## config.mk

```make
export PLATFORM = sky130hd
export DESIGN_NAME = dhtt_ctrl
export DESIGN_NICKNAME = d
export VERILOG_FILES = /design/src/hw/rtl/dhtt_pkg.sv /design/src/hw/rtl/dhtt_ctrl.sv
export SDC_FILE = /design/constraint.sdc
export NUM_CORES = 1
export LEC_CHECK = 0
export ABC_CLOCK_PERIOD_IN_PS = 1800
export BUFFER_PORTS_ARGS = -buffer_cell sky130_fd_sc_hd__buf_4
export CORE_MARGIN = 5
export CORE_UTILIZATION = 43
export DETAILED_ROUTE_END_ITERATION = 8
export PLACE_DENSITY = 0.77
export REMOVE_ABC_BUFFERS = 1
export SLEW_MARGIN = 10
export SYNTH_ARGS = -nofsm -noshare
export SYNTH_HDL_FRONTEND = slang
export SYNTH_SLANG_ARGS = --single-unit
```

## constraint.sdc

```tcl
create_clock -name clock -period 1.8 [get_ports clock]
set_input_delay 0.36 -clock clock [delete_from_list [all_inputs] [get_ports clock]]
set_output_delay 0.36 -clock clock [all_outputs]
set_load 0.05 [all_outputs]
```

## src/hw/rtl/dhtt_pkg.sv

```systemverilog
// Shared types and constants of the double-hash term table.
package dhtt_pkg;

   typedef enum logic [1:0] {
      OP_LOOKUP = 2'd0,
      OP_INSERT = 2'd1,
      OP_DELETE = 2'd2
   } op_type;

   typedef enum logic [2:0] {
      ST_FOUND     = 3'd0,
      ST_NEW_EMPTY = 3'd1,
      ST_NEW_DEL   = 3'd2,
      ST_ABSENT    = 3'd3,
      ST_FULL      = 3'd4,
      ST_DELETED   = 3'd5,
      ST_IGNORED   = 3'd6
   } result_type;

   typedef enum logic {
      CSR_BUCKET_COUNT   = 1'b0,
      CSR_GROW_THRESHOLD = 1'b1
   } csr_type;

   typedef enum logic [3:0] {
      FSM_CLEAR,
      FSM_IDLE,
      FSM_DIVIDE,
      FSM_SEED,
      FSM_READ,
      FSM_EVAL,
      FSM_WRITE,
      FSM_DEL_READ,
      FSM_DEL_EVAL,
      FSM_RESPOND
   } fsm_type;

   // Slot flag encoding: bit 1 marks empty, bit 0 marks deleted.
   localparam logic [1:0] FLAG_EMPTY = 2'b10;
   localparam logic [1:0] FLAG_DEL   = 2'b01;
   localparam logic [1:0] FLAG_LIVE  = 2'b00;

   localparam int CFG_W      = 11;
   localparam int WORD_W     = 32;
   localparam int PORT_SLOT_W = 10;
   localparam int DIV_STEPS  = 32;

   typedef struct packed {
      logic       load;
      logic       div_step;
      logic       seed;
      logic       advance;
      logic       mark_reuse;
      logic       latch_tgt;
      logic       tgt_reuse;
      logic       set_status;
      result_type status_code;
      logic       write_entry;
      logic       mark_deleted;
      logic       clear_step;
      logic       load_rsp;
   } cmd_type;

   typedef struct packed {
      logic [1:0] op;
      logic       div_last;
      logic       flag_empty;
      logic       flag_del;
      logic       key_match;
      logic       wrap;
      logic       reuse_valid;
      logic       reuse_any;
      logic       idx_ok;
      logic       clr_last;
      logic       rsp_free;
   } sts_type;

endpackage

```

## src/hw/rtl/dhtt_ctrl.sv

```systemverilog
// Sequencer of the double-hash term table: probe walk, writes and responses.
module dhtt_ctrl (
   input  logic               clock,
   input  logic               reset,
   input  logic               req_valid,
   input  logic [1:0]         req_operation,
   output logic               req_stall,
   output dhtt_pkg::cmd_type  cmd,
   input  dhtt_pkg::sts_type  sts
);

   dhtt_pkg::fsm_type state_ff;
   dhtt_pkg::fsm_type state_in;
   logic              lookup;

   always_ff @(posedge clock) begin
      if (reset) begin
         state_ff <= dhtt_pkg::FSM_CLEAR;
      end else begin
         state_ff <= state_in;
      end
   end

   assign lookup = (sts.op == dhtt_pkg::OP_LOOKUP);

   always_comb begin
      state_in  = state_ff;
      cmd       = '0;
      req_stall = (state_ff != dhtt_pkg::FSM_IDLE);
      unique case (state_ff)
         dhtt_pkg::FSM_CLEAR: begin
            cmd.clear_step = 1'b1;
            if (sts.clr_last) begin
               state_in = dhtt_pkg::FSM_IDLE;
            end
         end
         dhtt_pkg::FSM_IDLE: begin
            if (req_valid) begin
               cmd.load = 1'b1;
               case (req_operation)
                  dhtt_pkg::OP_LOOKUP, dhtt_pkg::OP_INSERT: begin
                     state_in = dhtt_pkg::FSM_DIVIDE;
                  end
                  dhtt_pkg::OP_DELETE: begin
                     state_in = dhtt_pkg::FSM_DEL_READ;
                  end
                  default: begin
                     cmd.set_status  = 1'b1;
                     cmd.status_code = dhtt_pkg::ST_IGNORED;
                     state_in        = dhtt_pkg::FSM_RESPOND;
                  end
               endcase
            end
         end
         dhtt_pkg::FSM_DIVIDE: begin
            cmd.div_step = 1'b1;
            if (sts.div_last) begin
               state_in = dhtt_pkg::FSM_SEED;
            end
         end
         dhtt_pkg::FSM_SEED: begin
            cmd.seed = 1'b1;
            state_in = dhtt_pkg::FSM_READ;
         end
         dhtt_pkg::FSM_READ: begin
            state_in = dhtt_pkg::FSM_EVAL;
         end
         dhtt_pkg::FSM_EVAL: begin
            cmd.set_status = 1'b1;
            if (sts.flag_empty) begin
               if (lookup) begin
                  cmd.status_code = dhtt_pkg::ST_ABSENT;
                  state_in        = dhtt_pkg::FSM_RESPOND;
               end else begin
                  cmd.latch_tgt   = 1'b1;
                  cmd.tgt_reuse   = sts.reuse_valid;
                  cmd.status_code = sts.reuse_valid ? dhtt_pkg::ST_NEW_DEL
                                                    : dhtt_pkg::ST_NEW_EMPTY;
                  state_in        = dhtt_pkg::FSM_WRITE;
               end
            end else if (!sts.flag_del && sts.key_match) begin
               cmd.latch_tgt   = 1'b1;
               cmd.status_code = dhtt_pkg::ST_FOUND;
               state_in        = lookup ? dhtt_pkg::FSM_RESPOND : dhtt_pkg::FSM_WRITE;
            end else begin
               cmd.mark_reuse = sts.flag_del;
               cmd.advance    = 1'b1;
               if (sts.wrap) begin
                  if (lookup) begin
                     cmd.status_code = dhtt_pkg::ST_ABSENT;
                     state_in        = dhtt_pkg::FSM_RESPOND;
                  end else if (sts.reuse_any) begin
                     cmd.latch_tgt   = 1'b1;
                     cmd.tgt_reuse   = 1'b1;
                     cmd.status_code = dhtt_pkg::ST_NEW_DEL;
                     state_in        = dhtt_pkg::FSM_WRITE;
                  end else begin
                     cmd.status_code = dhtt_pkg::ST_FULL;
                     state_in        = dhtt_pkg::FSM_RESPOND;
                  end
               end else begin
                  cmd.set_status = 1'b0;
                  state_in       = dhtt_pkg::FSM_READ;
               end
            end
         end
         dhtt_pkg::FSM_WRITE: begin
            cmd.write_entry = 1'b1;
            state_in        = dhtt_pkg::FSM_RESPOND;
         end
         dhtt_pkg::FSM_DEL_READ: begin
            state_in = dhtt_pkg::FSM_DEL_EVAL;
         end
         dhtt_pkg::FSM_DEL_EVAL: begin
            cmd.set_status = 1'b1;
            if (sts.idx_ok && !sts.flag_empty && !sts.flag_del) begin
               cmd.mark_deleted = 1'b1;
               cmd.status_code  = dhtt_pkg::ST_DELETED;
            end else begin
               cmd.status_code  = dhtt_pkg::ST_IGNORED;
            end
            state_in = dhtt_pkg::FSM_RESPOND;
         end
         dhtt_pkg::FSM_RESPOND: begin
            if (sts.rsp_free) begin
               cmd.load_rsp = 1'b1;
               state_in     = dhtt_pkg::FSM_IDLE;
            end
         end
         default: begin
            state_in = dhtt_pkg::FSM_IDLE;
         end
      endcase
   end

endmodule

```

# Word-level counts from Yosys, hierarchy flattened
# Index checks and enable logic that the tools add are counted.
dict set report op_classes {
  n_reduce_logical 12
  n_eq_ne 16
  mux 45
}
# op count
set op_table {}
lappend op_table {{$mux 4} 13}
lappend op_table {{$pmux 4 s9} 1}
lappend op_table {{$mux 2} 11}
lappend op_table {{$eq 4x3->1 const B} 4}
lappend op_table {{$mux 3} 5}
lappend op_table {{$mux 1} 13}
lappend op_table {{$pmux 4 s3} 1}
lappend op_table {{$eq 4x2->1 const B} 2}
lappend op_table {{$eq 4x4->1 const B} 2}
lappend op_table {{$ne 2x2->1 const B} 4}
lappend op_table {{$pmux 4 s2} 1}
lappend op_table {{$eq 4x1->1 const B} 1}
lappend op_table {{$logic_not 2->1} 2}
lappend op_table {{$logic_not 4->1} 1}
lappend op_table {{$ne 4x1->1 const B} 1}
lappend op_table {{$reduce_and 4->1} 1}
lappend op_table {{$reduce_or 2->1} 2}
lappend op_table {{$logic_and 1x1->1} 3}
lappend op_table {{$reduce_or 3->1} 1}
lappend op_table {{$eq 2x1->1 const B} 1}
lappend op_table {{$eq 2x2->1 const B} 1}
lappend op_table {{$logic_not 1->1} 2}
dict set report word_totals {
  output_inout_bits 16
  elab_cells 74
  ff_bits 4
}

# Depth between registers and ports, before layout
# Gate-level depths: netlist of run 1.
dict set report logic_depth {
  ltp_word 6
  mapped_depth 5
  mapped_depth_nobuf 4
}

# Worst setup path after synthesis of run 1
# OpenSTA, ideal clock, no wires.
dict set report synth_path {
  kind {register to output}
  from {register state_ff[2]}
  to {output port cmd[1] (netlist bit)}
  setup_slack_ns -0.641
  stages_incl_launch_ff 3
  n_path_buf 1
  required_ns 1.440
  arrival_time_ns 2.081
  path_cell_list {dfxtp_1 > buf_2 > nor4_1}
}
# item line
set synth_rtl {}
lappend synth_rtl {{start: declaration} dhtt_ctrl.sv:12} ;# dhtt_pkg::fsm_type state_ff;
lappend synth_rtl {{start signal: assignment} dhtt_ctrl.sv:18} ;# state_ff <= dhtt_pkg::FSM_CLEAR;
lappend synth_rtl {{start signal: assignment} dhtt_ctrl.sv:20} ;# state_ff <= state_in;
lappend synth_rtl {{end: declaration} dhtt_ctrl.sv:8} ;# output dhtt_pkg::cmd_type cmd,

==> results.toml, run 1 <==
[status]
status = "finished, violations left"
violations = "setup timing"

[logic_synthesis]
synth_top_area_cell = "dfxtp_1"
ys.warnings.count = 0
synth_most_common_cell = "nor2_1"
synthTopCellsByArea = "dfxtp_1, nor2_1, nor2b_1, o21ai_0, a21oi_1"
synthFlopType = "dfxtp_1"
seq_area_frac_synth_pct = 12.98
ys_types = 38
ys_seq_elements = 4
netlist_instances = 87
avgSynthCellArea_um2 = 7.090
synth_edf_count = 0
synth_top_area_share_pct = 12.98
synth-async-reset-ratio_pct = 0
mappedNetlistArea_um2 = 616.8
synthTopCellsByCount = "nor2_1, nand2_1, o21ai_0"

[worst_setup_path]
path_class = "reg -> out"
startpoint = "state_ff[2]$_SDFFE_PP0P_"
reg2reg_setup_slack_ps = 240
endpoint_kind = "output port"
r2r_start = "state_ff[1]$_SDFFE_PP0P_"
arrival_ps = 1680
worstSetupStartpointType = "register"
critPathMaxFanout = 14
cp.required_ps = 1440

[power]
leakage_nw = 0.5351
total_power_uw = 417.5
ir_drop_mv = 0.4257
p_per_area_mw_per_mm2 = 358.4

[timing]
worst_slew_pin_slew_ps = 449.2
min_period_ps = 2038
rsz0062_at_grt = "yes"
skew_ps = 4.670
finalWorstSetupSlack_ps = -238.2
hold_violations = 0
max_freq_mhz = 490.6
tns_ps = -1541
slew_headroom_pct = 69.96
final_max_slew_viol_count = 0
period_share_pct = 113.2
setup_viol = 12

[die]
row_count = 13
initial_core_util_pct = 46.25
die_w_um = 47.88
die_h_um = 47.88
design.portCount = 33
die_area_mm2 = 0.002292
core_mm2 = 0.001334

[cts]
clk_pin_slew_ps = 40
clock_path_buffers = 2
clkSinkCount = 4
cts_max_level = 1
clock-root-buffer = "clkbuf_4"
numCtsBuffers = 3
cts_tree = "yes"
cts_hold_buf = 0
clk_latency_ps = 240

[global_routing]
grt_max_degree = 15
antenna_found_initial = 0
overflow = 0
gr-usage-all-layers_pct = 25.72
grt_pass1_wl_um = 4140
grt_pass1_vias = 950

[cells_and_area]
nFillCells = 79
final_cell_count_no_fill = 153
ff_latch_area_um2 = 85.08
n_antenna_cell = 0
multi_input_area_um2 = 554.3
design_area_mm2 = 0.001165
reg_top3 = "state_ff x4"
drive_gt1_share_pct = 56.52
syn_to_final_growth_pct = 88.84
largest-register = "state_ff"
largest_register_ffs = 4
nNetsFinal = 157

[placed_design]
placed_area_um2 = 939.7
dpl.hpwl_um = 1727
dp.cells = 141
gp_congestion = 0.8506
port-buffer-count = 32

[detailed_routing]
dr.pass1.iters = 4
dr.first_iter.drc_count = 42
drc = 0
totalWireLength_um = 2653
vias_per_cell = 6.183
vias = 946
ant_nets = 0
wire_per_inst_um = 17.34

[job]
max_cap_viol_count = 0

[hold_path]
worstHoldStart = "sts[0]"
hold_path_class = "in -> reg"
worst max-delay path: stages, from the launching register on:
cell      delay, ps
dfxtp_2         320
buf_4           190
and4bb_2        280
a21boi_1        150
or3_1           330
buf_6           160
through the flow:
step	util, %	hold WS (ps)	setup slack [ps]
finish	87.34	333.2	-238.2
global route	87.34	338.8	-291.0
CTS	83.40	328.3	-208.7
detailed placement	70.45	587.6	-8.200
global placement	70.45	578.9	37.50
floorplan	-	474.3	-738.3
cells by family after synthesis:
family | share of synthesized area, %
mux | 1.623
compound gates | 32.46
buf+inv | 4.867
flops | 12.98
simple gates | 48.08
per-layer routing:
| layer | part of all wire (%) | track usage [%] | up-vias |
|---|---|---|---|
| li1 | - | - | 435 |
| met1 | 38 | 27.91 | 435 |
| met2 | 51 | 45.12 | 68 |
| met3 | 8.0 | 4.511 | 8 |
| met4 | 2.9 | 16.67 | 0 |
| met5 | 0 | 0 | - |
final cells by class:
cell class	instances	share of cell area [%]
Timing Repair Buffer	53	41.25
Multi-Input combinational cell	77	47.58
Clock buffer	3	1.933
Sequential cell	4	7.304
Inverter	1	0.3222
Tap cell	15	1.611
repair_timing:
action | in CTS | in global routing
endpoints found under the hold margin | 0 | 0
buffers inserted | 8 | 1
setup endpoints to repair | 10 | 15
pin swaps | 5 | 4
gates resized for setup | 27 | 13
placed cells by master (no fill, tap or decap), types with 2 or more instances in the layout:
cell type  count
buf_6         14
nand3b_1       2
nor2_1        10
and4bb_2       2
a21oi_1        6
nand2_1        8
o21bai_1       2
nor2b_1        5
o21ai_0        6
dfxtp_2        4
nor2_2         2
buf_8          4
clkbuf_4       3
o32ai_1        2
and3b_1        2
and3_1         2
a32oi_1        2
buf_4         35
worst paths after layout:
path,endpoint,cells after the start
setup / recovery,cmd[7],5
hold / removal,state_ff[3]$_SDFFE_PP0P_,2
setup reg to reg,state_ff[2]$_SDFFE_PP0P_,7
hold reg to reg,state_ff[0]$_SDFFE_PP0P_,3
report_power, final:
part	switching, mW	internal [mW]	leakage, nW
Combinational	0.111	0.0976	0.487
Sequential	0.00223	0.0925	0.0343
Clock	0.0398	0.0748	0.0138
Total	0.153	0.265	0.535
No activity file was read; power rests on OpenSTA's default activity.
==> run 2: changes to the inputs <==
--- a/config.mk
+++ b/config.mk
@@ -7,10 +7,13 @@
 export LEC_CHECK = 0
 export ABC_CLOCK_PERIOD_IN_PS = 1800
 export BUFFER_PORTS_ARGS = -buffer_cell sky130_fd_sc_hd__buf_4
+export CELL_PAD_IN_SITES_DETAIL_PLACEMENT = 0
+export CELL_PAD_IN_SITES_GLOBAL_PLACEMENT = 1
+export CORE_ASPECT_RATIO = 0.9
 export CORE_MARGIN = 5
-export CORE_UTILIZATION = 43
+export CORE_UTILIZATION = 29
 export DETAILED_ROUTE_END_ITERATION = 8
-export PLACE_DENSITY = 0.77
+export PLACE_DENSITY_LB_ADDON = 0.1
 export REMOVE_ABC_BUFFERS = 1
 export SLEW_MARGIN = 10
 export SYNTH_ARGS = -nofsm -noshare
==> results.toml, run 2 (same netlist as run 1, synthesis figures left out) <==
[status]
status = "finished, violations left"
violations = "setup timing"

[timing]
slew_headroom_pct = 71.91
hold_violations = 0
final_max_slew_viol_count = 0
period_share_pct = 110.0
rsz0062_at_grt = "yes"
max_freq_mhz = 504.9
worst_slew_pin_slew_ps = 420.0
finalWorstSetupSlack_ps = -180.5
min_period_ps = 1981
skew_ps = 5.140
setup_viol = 10

[placed_design]
port-buffer-count = 32
gp_congestion = 0.7970
dpl.hpwl_um = 1696
dp.cells = 154
placed_area_um2 = 974.7

[global_routing]
grt_pass1_wl_um = 3746
overflow = 0
grt_max_degree = 14
gr-usage-all-layers_pct = 15.45
antenna_found_initial = 0
grt_pass1_vias = 817

[worst_setup_path]
cp.required_ps = 1440
worstSetupStartpointType = "register"
crit_family = "simple AND/OR/NAND/NOR gates"
crit_chain = "or4b_4, nor3_4, nor2_1, o31ai_1, buf_4"
cp_num_buf_inv = 1
critPathMaxFanout = 3
endpoint_kind = "output port"
arrival_ps = 1620
path_class = "reg -> out"
worst_path_max_delay_cell = "or4b_4"
cpPeakStageDelay_ps = 550

[cells_and_area]
nNetsFinal = 155
syn_to_final_growth_pct = 82.56
fin_util_pct = 57.14
largest-register = "state_ff"
n_antenna_cell = 0
layout_commonest_cell = "buf_4"
design_area_mm2 = 0.001126
final_cell_mix = "buf_4, nor2_1, buf_6"
largest_register_ffs = 4
drive_gt1_share_pct = 50.74
reg_top3 = "state_ff x4"
final_cell_count_no_fill = 161

[die]
row_count = 15
initial_core_util_pct = 31.30
die_w_um = 58.62
die_h_um = 53.76
die_area_mm2 = 0.003151
core_mm2 = 0.001971
design.portCount = 33

[detailed_routing]
ant_nets = 0
dr.first_iter.drc_count = 21
vias_per_cell = 5.354
vias = 862
wire_per_inst_um = 13.96
drc = 0
dr.pass1.iters = 4
totalWireLength_um = 2248

[power]
p_clk_share_pct = 29.2
p_per_area_mw_per_mm2 = 359.4
intPower_uw = 256.0
seqPwrFrac_pct = 23.4
p_comb_share_pct = 47.4
leakage_nw = 0.5156
p_sw_uw = 148.8
swShare_pct = 36.75
ir_drop_mv = 0.2590
total_power_uw = 404.8

[job]
max_cap_viol_count = 0

[cts]
clock-root-buffer = "clkbuf_4"
cts_tree = "yes"
clkSinkCount = 4
numCtsBuffers = 3
cts_max_level = 1
clk_latency_ps = 240
clock_path_buffers = 2
clk_pin_slew_ps = 40

[hold_path]
hold_path_class = "in -> reg"
[run 2: through the flow]
step / hold slack, ps / setup TNS (ps) / worst slack [ps]
floorplan: 474.3 / -3893 / -738.3
global placement: 582.4 / 0 / 27.59
detailed placement: 579.0 / 0 / 21.24
CTS: 329.7 / -1189 / -188.3
global route: 316.5 / -2003 / -274.7
finish: 330.3 / -1180 / -180.5
[run 2: timing repair]
item                                    4_1_cts  5_1_grt
buffers inserted                              3        1
hold buffers                                  0        0
pin swaps                                     8        4
endpoints found under the setup margin       12       14
resized for setup                            20       10
[run 2: path summary, 6_finish.rpt]
check                                         startpoint                        to  slack [ps]  depth (start not counted)
worst min register to register  state_ff[0]$_SDFFE_PP0P_  state_ff[0]$_SDFFE_PP0P_         820                          3
worst min-delay path                              sts[0]  state_ff[3]$_SDFFE_PP0P_         330                          2
worst max register to register  state_ff[3]$_SDFFE_PP0P_  state_ff[1]$_SDFFE_PP0P_         250                          7
worst max-delay path            state_ff[3]$_SDFFE_PP0P_                    cmd[6]        -180                          5
[run 2: cell type report]
cell class | count | area, µm²
timing repair buffer | 51 | 446.7
inverter | 1 | 3.754
tap | 25 | 31.28
multi-input combinational | 77 | 538.0
sequential | 4 | 83.83
clock buffer | 3 | 22.52
fill | 192 | 844.6
[run 2: power by group through the flow]
stage	combinational [mW]	sequential, mW	clock [mW]
floorplan	0.0887	0.100	0
global placement	0.174	0.0951	0
detailed placement	0.175	0.0951	0
CTS	0.184	0.0938	0.120
global route	0.208	0.0948	0.132
finish	0.192	0.0948	0.118
[run 2: per-layer routing]
metal,global-route usage [%],vias to the layer above,routed length (µm)
li1,-,427,-
met1,21.66,401,1060
met2,23.61,34,1054
met3,4.317,0,132
met4,3.019,0,0
met5,0,-,0
